File: config.mk
export PLATFORM = sky130hd
export DESIGN_NAME = mpeg2_sequence_header_parser_top
export DESIGN_NICKNAME = d
export VERILOG_FILES = /design/src/sv/m2sh_pkg.sv /design/src/sv/mpeg2_sequence_header_parser_top.sv /design/src/sv/m2sh_front.sv /design/src/sv/m2sh_back.sv /design/src/sv/m2sh_rsp_queue.sv
export SDC_FILE = /design/constraint.sdc
export NUM_CORES = 1
export LEC_CHECK = 0
export BUFFER_PORTS_ARGS = -buffer_cell sky130_fd_sc_hd__buf_2
export CORE_UTILIZATION = 57
export CTS_CLUSTER_DIAMETER = 150
export DETAILED_ROUTE_END_ITERATION = 10
export GPL_ROUTABILITY_DRIVEN = 1
export HOLD_SLACK_MARGIN = 0.05
export PLACE_DENSITY = 0.77
export REMOVE_ABC_BUFFERS = 1
export SYNTH_ARGS = -nofsm -noshare
export SYNTH_HDL_FRONTEND = slang
export SYNTH_SLANG_ARGS = --single-unit
File: constraint.sdc
create_clock -name clock -period 8.6 [get_ports clock]
set_input_delay 0.86 -clock clock [delete_from_list [all_inputs] [get_ports clock]]
set_output_delay 0.86 -clock clock [all_outputs]
set_load 0.1 [all_outputs]
File: src/sv/m2sh_pkg.sv
package m2sh_pkg;

   // Stream words
   typedef struct packed {
      logic [7:0] data_byte;
      logic       buffer_end;
   } req_word_type;

   typedef struct packed {
      logic [4:0]  field_code;
      logic [17:0] field_value;
      logic [5:0]  matrix_index;
      logic        last_result;
   } rsp_word_type;

   // Byte as it leaves the front queue, with its classification
   typedef struct packed {
      req_word_type word;
      logic         is_zero;
      logic         is_one;
      logic         is_seq_code;
      logic         is_ext_code;
   } front_item_type;

   localparam int MATRIX_ENTRIES = 64;
   localparam int MCOUNT_W       = 7;

   localparam int QUEUE_DEPTH = 4;
   localparam int QUEUE_PTR_W = $clog2(QUEUE_DEPTH);
   localparam int QUEUE_CNT_W = QUEUE_PTR_W + 1;

   localparam logic [7:0] SEQ_HEADER_CODE = 8'hB3;
   localparam logic [7:0] EXTENSION_CODE  = 8'hB5;
   localparam logic [17:0] SEQ_EXT_ID     = 18'd1;

   // Field codes
   localparam logic [4:0] CODE_START      = 5'd0;
   localparam logic [4:0] CODE_MARKER_ERR = 5'd22;
   localparam logic [4:0] CODE_BAD_EXT    = 5'd23;

   // Field positions inside the sequence header
   localparam logic [4:0] SEQ_POS_LOAD_INTRA    = 5'd8;
   localparam logic [4:0] SEQ_POS_INTRA         = 5'd9;
   localparam logic [4:0] SEQ_POS_LOAD_NONINTRA = 5'd10;
   localparam logic [4:0] SEQ_POS_NONINTRA      = 5'd11;
   localparam logic [4:0] SEQ_POS_COUNT         = 5'd12;

   // Field positions inside the sequence extension
   localparam logic [4:0] EXT_POS_ID     = 5'd0;
   localparam logic [4:0] EXT_POS_MARKER = 5'd7;
   localparam logic [4:0] EXT_POS_LAST   = 5'd10;
   localparam logic [4:0] EXT_POS_COUNT  = 5'd11;

   // Bit width of the field at a position; 1 outside the tables
   function automatic logic [4:0] field_width(input logic is_ext, input logic [4:0] pos);
      logic [4:0] w;
      w = 5'd1;
      if (!is_ext) begin
         unique case (pos)
            5'd0, 5'd1: w = 5'd12;
            5'd2, 5'd3: w = 5'd4;
            5'd4:       w = 5'd18;
            5'd6:       w = 5'd10;
            5'd9, 5'd11: w = 5'd8;
            default:    w = 5'd1;
         endcase
      end else begin
         unique case (pos)
            5'd0:             w = 5'd4;
            5'd1, 5'd8:       w = 5'd8;
            5'd3, 5'd4, 5'd5: w = 5'd2;
            5'd6:             w = 5'd12;
            5'd10:            w = 5'd7;
            default:          w = 5'd1;
         endcase
      end
      return w;
   endfunction

   // Result code of a sequence extension field
   function automatic logic [4:0] ext_field_code(input logic [4:0] pos);
      logic [4:0] c;
      unique case (pos)
         5'd1:    c = 5'd13;
         5'd2:    c = 5'd14;
         5'd3:    c = 5'd15;
         5'd4:    c = 5'd16;
         5'd5:    c = 5'd17;
         5'd6:    c = 5'd18;
         5'd8:    c = 5'd19;
         5'd9:    c = 5'd20;
         5'd10:   c = 5'd21;
         default: c = 5'd0;
      endcase
      return c;
   endfunction

endpackage

File: src/sv/mpeg2_sequence_header_parser_top.sv
// Throughput: one byte per cycle while the byte queue is not full; a byte that completes
//   more than one field holds the field extractor until each of them has been emitted,
//   since it emits at most one field per cycle, and it stalls while the result queue is full.
// The 4-entry byte queue and 4-entry result queue let input and output stall independently.
// Reset is synchronous, active high: it empties both queues and puts the parser in hunting.
module mpeg2_sequence_header_parser_top (
   input  logic                   clock,
   input  logic                   reset,
   // byte stream in
   input  logic                   req_valid,
   output logic                   req_stall,
   input  m2sh_pkg::req_word_type req_word,
   // parsed fields out
   output logic                   rsp_valid,
   input  logic                   rsp_stall,
   output m2sh_pkg::rsp_word_type rsp_word
);

   logic                     head_valid;
   m2sh_pkg::front_item_type head_item;
   logic                     head_pop;
   logic                     push;
   m2sh_pkg::rsp_word_type   push_word;
   logic                     out_full;

   // Front: takes stream words, tags zero / one / sequence header and extension start code bytes,
   // and buffers them so the back end can stay on one byte while it extracts its fields.
   m2sh_front u_front (
      .clock      (clock),
      .reset      (reset),
      .req_valid  (req_valid),
      .req_stall  (req_stall),
      .req_word   (req_word),
      .head_valid (head_valid),
      .head_item  (head_item),
      .head_pop   (head_pop)
   );

   // Back: start code hunt plus the MSB-first field extractor. Each cycle that it
   // is not stalled it consumes bits up to the end of the current field or byte, so
   // at most one field completes per cycle. The result is parked in a pending
   // register so that the last-of-byte flag can be set before it leaves.
   m2sh_back u_back (
      .clock      (clock),
      .reset      (reset),
      .head_valid (head_valid),
      .head_item  (head_item),
      .head_pop   (head_pop),
      .push       (push),
      .push_word  (push_word),
      .out_full   (out_full)
   );

   // Output queue: result words wait here while the consumer stalls.
   m2sh_rsp_queue u_rsp_queue (
      .clock     (clock),
      .reset     (reset),
      .push      (push),
      .push_word (push_word),
      .full      (out_full),
      .rsp_valid (rsp_valid),
      .rsp_stall (rsp_stall),
      .rsp_word  (rsp_word)
   );

endmodule

File: src/sv/m2sh_front.sv
module m2sh_front (
   input  logic                    clock,
   input  logic                    reset,
   input  logic                    req_valid,
   output logic                    req_stall,
   input  m2sh_pkg::req_word_type  req_word,
   output logic                    head_valid,
   output m2sh_pkg::front_item_type head_item,
   input  logic                    head_pop
);

   m2sh_pkg::front_item_type              mem_ff [m2sh_pkg::QUEUE_DEPTH];
   logic [m2sh_pkg::QUEUE_PTR_W-1:0]      wr_ptr_ff, wr_ptr_in;
   logic [m2sh_pkg::QUEUE_PTR_W-1:0]      rd_ptr_ff, rd_ptr_in;
   logic [m2sh_pkg::QUEUE_CNT_W-1:0]      count_ff, count_in;
   m2sh_pkg::front_item_type              item;
   logic                                  push;
   logic                                  pop;

   // classify the incoming byte
   always_comb begin
      item.word        = req_word;
      item.is_zero     = (req_word.data_byte == 8'h00);
      item.is_one      = (req_word.data_byte == 8'h01);
      item.is_seq_code = (req_word.data_byte == m2sh_pkg::SEQ_HEADER_CODE);
      item.is_ext_code = (req_word.data_byte == m2sh_pkg::EXTENSION_CODE);
   end

   assign req_stall  = (count_ff == m2sh_pkg::QUEUE_CNT_W'(m2sh_pkg::QUEUE_DEPTH));
   assign push       = req_valid && !req_stall;
   assign head_valid = (count_ff != '0);
   assign pop        = head_pop && head_valid;
   assign head_item  = mem_ff[rd_ptr_ff];

   always_comb begin
      wr_ptr_in = push ? wr_ptr_ff + 1'b1 : wr_ptr_ff;
      rd_ptr_in = pop  ? rd_ptr_ff + 1'b1 : rd_ptr_ff;
      count_in  = count_ff;
      if (push && !pop) begin
         count_in = count_ff + 1'b1;
      end else if (pop && !push) begin
         count_in = count_ff - 1'b1;
      end
   end

   always_ff @(posedge clock) begin
      if (reset) begin
         wr_ptr_ff <= '0;
         rd_ptr_ff <= '0;
         count_ff  <= '0;
      end else begin
         wr_ptr_ff <= wr_ptr_in;
         rd_ptr_ff <= rd_ptr_in;
         count_ff  <= count_in;
      end
   end

   always_ff @(posedge clock) begin
      if (push) begin
         mem_ff[wr_ptr_ff] <= item;
      end
   end

endmodule

File: src/sv/m2sh_back.sv
module m2sh_back (
   input  logic                     clock,
   input  logic                     reset,
   input  logic                     head_valid,
   input  m2sh_pkg::front_item_type head_item,
   output logic                     head_pop,
   output logic                     push,
   output m2sh_pkg::rsp_word_type   push_word,
   input  logic                     out_full
);

   typedef enum logic [3:0] {
      MODE_HUNT = 4'b0001,
      MODE_CODE = 4'b0010,
      MODE_SEQ  = 4'b0100,
      MODE_EXT  = 4'b1000
   } parse_mode_type;

   parse_mode_type                      mode_ff, mode_in;
   logic [1:0]                          zero_run_ff, zero_run_in;
   logic [17:0]                         acc_ff, acc_in;
   logic [4:0]                          bits_ff, bits_in;
   logic [4:0]                          pos_ff, pos_in;
   logic [m2sh_pkg::MCOUNT_W-1:0]       mcount_ff, mcount_in;
   logic [2:0]                          used_ff, used_in;

   logic                                pend_valid_ff, pend_valid_in;
   logic                                pend_done_ff, pend_done_in;
   m2sh_pkg::rsp_word_type              pend_word_ff, pend_word_in;

   logic                                step;
   logic                                can_push;
   logic                                new_res;
   m2sh_pkg::rsp_word_type              res_word;
   logic                                byte_done;
   logic                                hunt;
   logic [4:0]                          width;
   logic [4:0]                          need;
   logic [3:0]                          rem;
   logic [3:0]                          take;
   logic [7:0]                          chunk;
   logic [17:0]                         acc_new;
   logic [3:0]                          used_sum;
   logic                                complete;
   logic [m2sh_pkg::MCOUNT_W-1:0]       mcount_next;
   logic [7:0]                          data;

   assign data     = head_item.word.data_byte;
   assign can_push = !out_full;
   assign step     = head_valid && (!pend_valid_ff || can_push);

   // bit extraction: take up to the end of the current field or the byte
   always_comb begin
      width    = m2sh_pkg::field_width(mode_ff == MODE_EXT, pos_ff);
      need     = width - bits_ff;
      rem      = 4'd8 - {1'b0, used_ff};
      take     = (need <= {1'b0, rem}) ? need[3:0] : rem;
      chunk    = 8'(data << used_ff) >> (4'd8 - take);
      acc_new  = 18'((acc_ff << take) | {10'b0, chunk});
      used_sum = {1'b0, used_ff} + take;
      complete = ({1'b0, take} == need);
   end

   always_comb begin
      mode_in     = mode_ff;
      zero_run_in = zero_run_ff;
      acc_in      = acc_ff;
      bits_in     = bits_ff;
      pos_in      = pos_ff;
      mcount_in   = mcount_ff;
      used_in     = used_ff;
      new_res     = 1'b0;
      res_word    = '0;
      byte_done   = 1'b0;
      hunt        = 1'b0;
      mcount_next = mcount_ff + 1'b1;

      unique case (mode_ff)
         MODE_HUNT: begin
            byte_done = 1'b1;
            if (head_item.is_zero) begin
               if (zero_run_ff != 2'd2) begin
                  zero_run_in = zero_run_ff + 1'b1;
               end
            end else if (head_item.is_one && zero_run_ff == 2'd2) begin
               mode_in     = MODE_CODE;
               zero_run_in = 2'd0;
            end else begin
               zero_run_in = 2'd0;
            end
         end
         MODE_CODE: begin
            byte_done            = 1'b1;
            new_res              = 1'b1;
            res_word.field_code  = m2sh_pkg::CODE_START;
            res_word.field_value = {10'b0, data};
            zero_run_in          = 2'd0;
            acc_in               = '0;
            bits_in              = '0;
            pos_in               = '0;
            mcount_in            = '0;
            if (head_item.is_seq_code) begin
               mode_in = MODE_SEQ;
            end else if (head_item.is_ext_code) begin
               mode_in = MODE_EXT;
            end else begin
               mode_in = MODE_HUNT;
            end
         end
         MODE_SEQ, MODE_EXT: begin
            if (!complete) begin
               acc_in  = acc_new;
               bits_in = bits_ff + 5'(take);
            end else begin
               acc_in  = '0;
               bits_in = '0;
               if (mode_ff == MODE_SEQ) begin
                  if (pos_ff < m2sh_pkg::SEQ_POS_COUNT) begin
                     new_res              = 1'b1;
                     res_word.field_code  = pos_ff + 5'd1;
                     res_word.field_value = acc_new;
                     if (pos_ff == m2sh_pkg::SEQ_POS_INTRA ||
                         pos_ff == m2sh_pkg::SEQ_POS_NONINTRA) begin
                        res_word.matrix_index = mcount_ff[5:0];
                        if (mcount_next >= m2sh_pkg::MCOUNT_W'(m2sh_pkg::MATRIX_ENTRIES)) begin
                           mcount_in = '0;
                           if (pos_ff == m2sh_pkg::SEQ_POS_NONINTRA) begin
                              hunt = 1'b1;
                           end else begin
                              pos_in = m2sh_pkg::SEQ_POS_LOAD_NONINTRA;
                           end
                        end else begin
                           mcount_in = mcount_next;
                        end
                     end else if (pos_ff == m2sh_pkg::SEQ_POS_LOAD_INTRA) begin
                        pos_in = (acc_new != '0) ? m2sh_pkg::SEQ_POS_INTRA
                                                 : m2sh_pkg::SEQ_POS_LOAD_NONINTRA;
                     end else if (pos_ff == m2sh_pkg::SEQ_POS_LOAD_NONINTRA) begin
                        if (acc_new != '0) begin
                           pos_in = m2sh_pkg::SEQ_POS_NONINTRA;
                        end else begin
                           hunt = 1'b1;
                        end
                     end else begin
                        pos_in = pos_ff + 5'd1;
                     end
                  end else begin
                     hunt = 1'b1;
                  end
               end else begin
                  if (pos_ff < m2sh_pkg::EXT_POS_COUNT) begin
                     if (pos_ff == m2sh_pkg::EXT_POS_ID) begin
                        if (acc_new != m2sh_pkg::SEQ_EXT_ID) begin
                           new_res              = 1'b1;
                           res_word.field_code  = m2sh_pkg::CODE_BAD_EXT;
                           res_word.field_value = acc_new;
                           hunt                 = 1'b1;
                        end else begin
                           pos_in = pos_ff + 5'd1;
                        end
                     end else if (pos_ff == m2sh_pkg::EXT_POS_MARKER) begin
                        if (acc_new == '0) begin
                           new_res             = 1'b1;
                           res_word.field_code = m2sh_pkg::CODE_MARKER_ERR;
                           hunt                = 1'b1;
                        end else begin
                           pos_in = pos_ff + 5'd1;
                        end
                     end else begin
                        new_res              = 1'b1;
                        res_word.field_code  = m2sh_pkg::ext_field_code(pos_ff);
                        res_word.field_value = acc_new;
                        if (pos_ff >= m2sh_pkg::EXT_POS_LAST) begin
                           hunt = 1'b1;
                        end else begin
                           pos_in = pos_ff + 5'd1;
                        end
                     end
                  end else begin
                     hunt = 1'b1;
                  end
               end
            end
            byte_done = hunt || (used_sum == 4'd8);
            used_in   = byte_done ? 3'd0 : used_sum[2:0];
         end
         default: begin
            byte_done = 1'b1;
            hunt      = 1'b1;
         end
      endcase

      // rest of the byte is dropped on a return to hunting; buffer end clears all
      if (hunt || (byte_done && head_item.word.buffer_end)) begin
         mode_in     = MODE_HUNT;
         zero_run_in = 2'd0;
         acc_in      = '0;
         bits_in     = '0;
         pos_in      = '0;
         mcount_in   = '0;
         used_in     = 3'd0;
      end
   end

   // pending result: held until it is known whether it is the byte's last
   always_comb begin
      push      = pend_valid_ff && can_push && (pend_done_ff || (step && new_res));
      push_word = pend_word_ff;
      push_word.last_result = pend_done_ff;
      head_pop  = step && byte_done;

      pend_valid_in = pend_valid_ff;
      pend_done_in  = pend_done_ff;
      pend_word_in  = pend_word_ff;
      if (step && new_res) begin
         pend_valid_in = 1'b1;
         pend_done_in  = byte_done;
         pend_word_in  = res_word;
      end else if (push) begin
         pend_valid_in = 1'b0;
         pend_done_in  = 1'b0;
      end else if (step && byte_done && pend_valid_ff) begin
         pend_done_in = 1'b1;
      end
   end

   always_ff @(posedge clock) begin
      if (reset) begin
         mode_ff       <= MODE_HUNT;
         zero_run_ff   <= '0;
         acc_ff        <= '0;
         bits_ff       <= '0;
         pos_ff        <= '0;
         mcount_ff     <= '0;
         used_ff       <= '0;
         pend_valid_ff <= 1'b0;
         pend_done_ff  <= 1'b0;
      end else begin
         if (step) begin
            mode_ff     <= mode_in;
            zero_run_ff <= zero_run_in;
            acc_ff      <= acc_in;
            bits_ff     <= bits_in;
            pos_ff      <= pos_in;
            mcount_ff   <= mcount_in;
            used_ff     <= used_in;
         end
         pend_valid_ff <= pend_valid_in;
         pend_done_ff  <= pend_done_in;
      end
   end

   always_ff @(posedge clock) begin
      pend_word_ff <= pend_word_in;
   end

endmodule

File: src/sv/m2sh_rsp_queue.sv
module m2sh_rsp_queue (
   input  logic                   clock,
   input  logic                   reset,
   input  logic                   push,
   input  m2sh_pkg::rsp_word_type push_word,
   output logic                   full,
   output logic                   rsp_valid,
   input  logic                   rsp_stall,
   output m2sh_pkg::rsp_word_type rsp_word
);

   m2sh_pkg::rsp_word_type           mem_ff [m2sh_pkg::QUEUE_DEPTH];
   logic [m2sh_pkg::QUEUE_PTR_W-1:0] wr_ptr_ff, wr_ptr_in;
   logic [m2sh_pkg::QUEUE_PTR_W-1:0] rd_ptr_ff, rd_ptr_in;
   logic [m2sh_pkg::QUEUE_CNT_W-1:0] count_ff, count_in;
   logic                             wr;
   logic                             rd;

   assign full      = (count_ff == m2sh_pkg::QUEUE_CNT_W'(m2sh_pkg::QUEUE_DEPTH));
   assign rsp_valid = (count_ff != '0);
   assign rsp_word  = mem_ff[rd_ptr_ff];
   assign wr        = push && !full;
   assign rd        = rsp_valid && !rsp_stall;

   always_comb begin
      wr_ptr_in = wr ? wr_ptr_ff + 1'b1 : wr_ptr_ff;
      rd_ptr_in = rd ? rd_ptr_ff + 1'b1 : rd_ptr_ff;
      count_in  = count_ff;
      if (wr && !rd) begin
         count_in = count_ff + 1'b1;
      end else if (rd && !wr) begin
         count_in = count_ff - 1'b1;
      end
   end

   always_ff @(posedge clock) begin
      if (reset) begin
         wr_ptr_ff <= '0;
         rd_ptr_ff <= '0;
         count_ff  <= '0;
      end else begin
         wr_ptr_ff <= wr_ptr_in;
         rd_ptr_ff <= rd_ptr_in;
         count_ff  <= count_in;
      end
   end

   always_ff @(posedge clock) begin
      if (wr) begin
         mem_ff[wr_ptr_ff] <= push_word;
      end
   end

endmodule
==> results.toml, run 1 <==
[outcome]
status = "complete, no violations"

[routing]
drt_iter0_drc = 1048
wl_um = 34700
wl_per_cell_um = 21.1
avgViaCountPerCell = 6.35
drc = 0
via_count = 10400
firstDrtPassIters = 6
postRouteAntennaNets = 0

[global_route]
grt_pass1_vias = 9829
grt_usage = 0.268
grt_max_degree = 73
antenna_found_initial = 0
overflow = 0
grt_pass1_wl_um = 54400

[clock_network]
insertion_delay_ns = 0.55
cts_made_buffers = 27
clockRootBuffer = "clkbuf_16"
ctsHtreeMaxLevel = 1
cts_tree = "built"
cts.path.max_buffers = 3
clkSlewWorstSetupHoldPaths_ns = 0.06
cts_sinks = 279

[synth]
syn-cell-area_mm2 = 0.0144
ys_seq_elements = 279
avgSynthCellArea_um2 = 11.6
netlist_instances = 1240
synth-edff-count = 201
ys_seq_area_frac = 0.528
yosys_most_used_dff = "edfxtp_1"
yosysUniqueCellTypes = 95
synth_warnings = 0
async_reset_ff_frac = 0

[placed_design]
hpwl_um = 24100
port_buffers = 44
dp.cells = 1589
gp_congestion = 0.977

[timing]
fin_crit_sh = 0.952
fmax_mhz = 122
finalHoldViolCount = 0
tns_ns = 0
period_needed_ns = 8.19
finClkSkew_ns = 0.0212
relSlewSlack = 0.226
slew_violations = 0
worst_pin_slew_ns = 1.15
setup_viol = 0

[cells_and_area]
finalNonFillerCells = 1640
regArea_mm2 = 0.00760
finalNetCount = 1349
fill_cells = 1835
multi_input_area_mm2 = 0.00637
area_delta_synth_final_pct = 11.3
utilization = 0.653
diodes = 0
layout_commonest_cell = "edfxtp_1"
layout_common_cells = "edfxtp_1, nand2_1, nor2_1, dfxtp_1, a21oi_1"
drive_gt1_frac = 0.179

[floorplanning]
fp.dieH_um = 161
initial_core_util = 0.587
die-area_mm2 = 0.0259
core_area_mm2 = 0.0245
num_io_pins = 45
die_x_um = 161
num_rows = 57

[critical_path]
critPathSlowestCell = "or4b_4"
cp-start-kind = "register"
cp-end-kind = "register"
arrival_ns = 8.66
slowest_delay_ns = 0.64
cp_max_fo = 16
ff2ff_setup_slack_ns = 0.41
setup.worst_path.class = "reg -> reg"
required_ns = 9.07

[worst_hold_path]
hold_path.class = "reg -> reg"

[power]
ir_drop_uv = 189
power_density_mw_per_mm2 = 237
leakage_nw = 5.61

[run]
cap_violations = 0
==> cells by family after synthesis <==
logic type	synth area share
AOI/OAI and AO/OA	0.146
xor gates and xnor gates	0.0158
adders and majority gates	0.0382
buffers and inverters	0.0338
DFF	0.528
muxes	0.0974
and+or+nand+nor	0.141
==> worst paths after layout <==
kind | startpoint | to | cells past startpoint
hold / removal | u_back.mcount_ff[1] | u_back.mcount_ff[1] | 2
setup reg to reg | u_back.mode_ff[0] | u_rsp_queue.count_ff[2] | 31
hold reg to reg | u_back.mcount_ff[1] | u_back.mcount_ff[1] | 2
setup / recovery | u_back.mode_ff[0] | u_rsp_queue.count_ff[2] | 31
==> per-layer routing <==
metal | global-route usage | wire, µm | up-vias
met5 | 0 | 0 | -
met4 | 0.0828 | 1010 | 0
met3 | 0.0408 | 2360 | 82
met2 | 0.428 | 16300 | 471
met1 | 0.379 | 15000 | 5025
li1 | - | - | 4831
==> synthesized netlist by cell type (6+ instances only) <==
library cell | n | area share
a31oi_1 | 13 | 0.0056
a211oi_1 | 26 | 0.014
dfxtp_1 | 78 | 0.11
a21oi_1 | 66 | 0.023
nand2_1 | 131 | 0.034
and3_1 | 12 | 0.0052
xor2_1 | 10 | 0.0061
a211o_1 | 8 | 0.0049
o211ai_1 | 6 | 0.0031
inv_1 | 45 | 0.012
a22o_1 | 11 | 0.0067
nand2b_1 | 8 | 0.0035
a21o_1 | 8 | 0.0042
nor2_1 | 112 | 0.029
xnor2_1 | 16 | 0.0097
edfxtp_1 | 201 | 0.42
nand3_1 | 22 | 0.0076
o21ai_0 | 33 | 0.011
clkbuf_1 | 38 | 0.0099
nor2b_1 | 11 | 0.0048
and2_1 | 28 | 0.012
or3_1 | 15 | 0.0065
nand4_1 | 7 | 0.0030
buf_1 | 7 | 0.0018
a22oi_1 | 19 | 0.0099
buf_2 | 8 | 0.0028
buf_6 | 7 | 0.0055
mux2_2 | 9 | 0.0070
mux4_2 | 44 | 0.069
mux2i_1 | 31 | 0.022
ha_1 | 36 | 0.031
nor3_1 | 23 | 0.0080
nor4_1 | 11 | 0.0048
==> cell type report <==
| cell class | instances | area share |
|---|---|---|
| Sequential cell | 279 | 0.474 |
| Multi-Input combinational cell | 849 | 0.397 |
| Clock buffer | 38 | 0.0498 |
| Timing Repair Buffer | 87 | 0.0339 |
| Tap cell | 324 | 0.0253 |
| Inverter | 51 | 0.0119 |
| Clock inverter | 12 | 0.00742 |
==> state kept, by name (all words and copies together) (netlist names), named ones only <==
register / cells
u_rsp_queue.mem_ff: 120
u_front.mem_ff: 52
u_back.push_word: 29
u_back.acc_ff: 18
u_back.mcount_ff: 7
u_back.bits_ff: 5
u_back.pos_ff: 5
u_back.mode_ff: 4
u_back.used_ff: 3
u_front.count_ff: 3
u_rsp_queue.count_ff: 3
u_back.zero_run_ff: 2
u_front.rd_ptr_ff: 2
u_front.wr_ptr_ff: 2
u_rsp_queue.rd_ptr_ff: 2
u_rsp_queue.wr_ptr_ff: 2
u_back.pend_done_ff: 1
u_back.pend_valid_ff: 1
==> metrics by stage <==
stage               setup slack, ns  power (W)  instance area [µm²]  hold slack [ns]
floorplan                    -0.663    0.00239                14100            0.443
global placement              0.365    0.00261                15100            0.461
detailed placement            0.261    0.00262                15100            0.482
CTS                           0.213    0.00381                16000            0.491
global route               -0.00277    0.00394                16000            0.513
finish                        0.412    0.00379                16000            0.492
==> worst max-delay path, delay by kind of cell (launching register included) <==
| family | cells | cell delay (ns) |
|---|---|---|
| muxes | 1 | 0.18 |
| xor gates and xnor gates | 2 | 0.45 |
| buffers and inverters | 5 | 0.69 |
| DFF | 1 | 0.42 |
| AOI/OAI and AO/OA | 9 | 2.15 |
| adders and majority gates | 5 | 1.56 |
| and+or+nand+nor | 9 | 2.64 |
==> repair_timing <==
| action | CTS | global route |
|---|---|---|
| hold buffers | 0 | 0 |
| buffers inserted | 0 | 1 |
| endpoints found under the setup margin | 0 | 49 |
| gates resized for setup | 0 | 6 |
==> power breakdown <==
part / leakage, nW / switching [W] / internal (W)
registers: 2.42 / 0.0000877 / 0.00150
clock network: 0.446 / 0.000509 / 0.000686
logic: 2.74 / 0.000686 / 0.000321
total: 5.61 / 0.00128 / 0.00251
No activity file was read; power rests on OpenSTA's default activity.
==> run 2, diff against run 1 <==
REMOVE_ABC_BUFFERS = not set   (was 1)
==> run 2 against run 1 <==
Critical path depth did not move; clock skew fell by 0.0066 ns; clock power rose by 11%; via count rose by 0.95%; core utilization rose by 0.52 points; sequential cell count did not move; first-iteration DRC count rose by 3.1%; fmax rose by 0.66%; die area did not move; design area rose by 0.80%.
==> results.toml, run 2 (same netlist as run 1, synthesis figures left out) <==
[outcome]
status = "complete, no violations"

[timing]
fmax_mhz = 123
fin_crit_sh = 0.946
rsz0062_at_grt = "false"
finClkSkew_ns = 0.0146
finalHoldViolCount = 0
worst_pin_slew_ns = 1.20
slew_violations = 0
tns_ns = 0
period_needed_ns = 8.13
setup_slack_ns = 0.465
relSlewSlack = 0.200
setup_viol = 0
hold-worst-slack_ns = 0.501

[global_route]
grt_usage = 0.285
overflow = 0
antenna_found_initial = 0
grt_max_degree = 73
grt_pass1_wl_um = 57500
grt_pass1_vias = 10400

[worst_hold_path]
min_to = "u_rsp_queue.mem_ff[3][14]"
min_path_cells = 0
hold_path.class = "reg -> reg"
min_from = "u_back.push_word[14]"

[placed_design]
dp.cells = 1591
hpwl_um = 25200
gp_congestion = 0.992
place_ws_ns = 0.0236
port_buffers = 44

[clock_network]
holdBufCountCts = 0
cts.path.max_buffers = 3
cts_tree = "built"
clockRootBuffer = "clkbuf_16"
ctsHtreeMaxLevel = 1
cts_sinks = 279
cts_made_buffers = 29
insertion_delay_ns = 0.56
clkSlewWorstSetupHoldPaths_ns = 0.06

[routing]
drc = 0
via_count = 10500
wl_per_cell_um = 22.1
postRouteAntennaNets = 0
wl_um = 36300
avgViaCountPerCell = 6.38
firstDrtPassIters = 6
drt_iter0_drc = 1080

[critical_path]
required_ns = 9.08
r2r_end = "u_rsp_queue.count_ff[2]"
cp_max_fo = 20
worstReg2RegStart = "u_back.mode_ff[1]"
arrival_ns = 8.62
rr_worst_depth = 31
cp-end-kind = "register"
critPathSlowestCell = "or4b_4"
ff2ff_setup_slack_ns = 0.47
slowest_delay_ns = 0.60
setup.worst_path.class = "reg -> reg"
cp-start-kind = "register"

[cells_and_area]
regMostFlops = "u_rsp_queue.mem_ff"
area_delta_synth_final_pct = 12.2
layout_common_cells = "edfxtp_1, nand2_1, nor2_1, dfxtp_1, a21oi_1"
diodes = 0
largest_reg_flops = 120
finalNonFillerCells = 1646
finalNetCount = 1353
layout_commonest_cell = "edfxtp_1"
utilization = 0.658
drive_gt1_frac = 0.181

[floorplanning]
initial_core_util = 0.587
die-area_mm2 = 0.0259
die_x_um = 161
num_io_pins = 45
fp.dieH_um = 161
core_area_mm2 = 0.0245
num_rows = 57

[run]
cap_violations = 0

[power]
ir_drop_uv = 262
leakage_nw = 5.66
power_density_mw_per_mm2 = 243

[synth]
syn_nets = 1294
[run 2: changes by cell type in the layout (fill, tap and decap cells not counted), moves of 2 or more]
cell	change
nor2_1	-2
clkinvlp_4	-2
clkinv_2	-3
a311oi_1	-2
clkbuf_8	-6
bufinv_16	+4
nor2_2	+2
a311oi_2	+2
clkinv_1	+8
[run 2: metrics by stage]
stage          instance area, µm²  power [W]
6_report                    16200    0.00392
5_1_grt                     16200    0.00407
4_1_cts                     16100    0.00394
3_5_place_dp                15100    0.00263
3_3_place_gp                15100    0.00261
2_1_floorplan               14400    0.00241
[run 2: worst max-delay path, delay by kind of cell (launching register included)]
family / cells / cell delay (ns)
and+or+nand+nor: 10 / 2.69
AOI/OAI and AO/OA: 8 / 2.15
adders and majority gates: 5 / 1.56
buffers and inverters: 5 / 0.64
DFF: 1 / 0.40
xor gates and xnor gates: 2 / 0.39
muxes: 1 / 0.21
[run 2: worst max-delay path by stage]
stage / start / end / slack (ns)
detailed placement: u_back.mode_ff[1] / u_rsp_queue.count_ff[2] / 0.02
floorplan: u_back.mode_ff[0] / u_rsp_queue.count_ff[2] / 0.09
CTS: u_back.mode_ff[1] / u_rsp_queue.count_ff[2] / 0.12
global placement: u_back.mode_ff[1] / u_rsp_queue.count_ff[2] / 0.15
finish: u_back.mode_ff[1] / u_rsp_queue.count_ff[2] / 0.47
global route: u_back.mode_ff[2] / u_rsp_queue.count_ff[2] / 0.02
[run 2: metal layers]
metal | track usage | up-vias | wire length, µm
met5 | 0 | - | 0
met4 | 0.102 | 0 | 1300
met3 | 0.0483 | 102 | 2440
met2 | 0.469 | 459 | 17300
met1 | 0.382 | 5117 | 15300
li1 | - | 4830 | -
[run 2: layout make-up]
type / count / area, µm²
sequential: 279 / 7600
clock buffer: 33 / 741
tap: 324 / 405
fill: 1831 / 8380
timing repair buffer: 89 / 562
inverter: 51 / 191
multi-input combinational: 849 / 6400
clock inverter: 21 / 259
[run 2: where the power goes]
group	internal, W	switching (W)
sequential	0.00150	0.0000522
combinational	0.000323	0.000730
clock	0.000776	0.000540
total	0.00260	0.00132
[run 2: timing repair]
item,CTS,global route
endpoints found under the setup margin,1,50
pin swaps,0,4
setup buffers,0,1
resized for setup,1,14
endpoints found under the hold margin,0,0
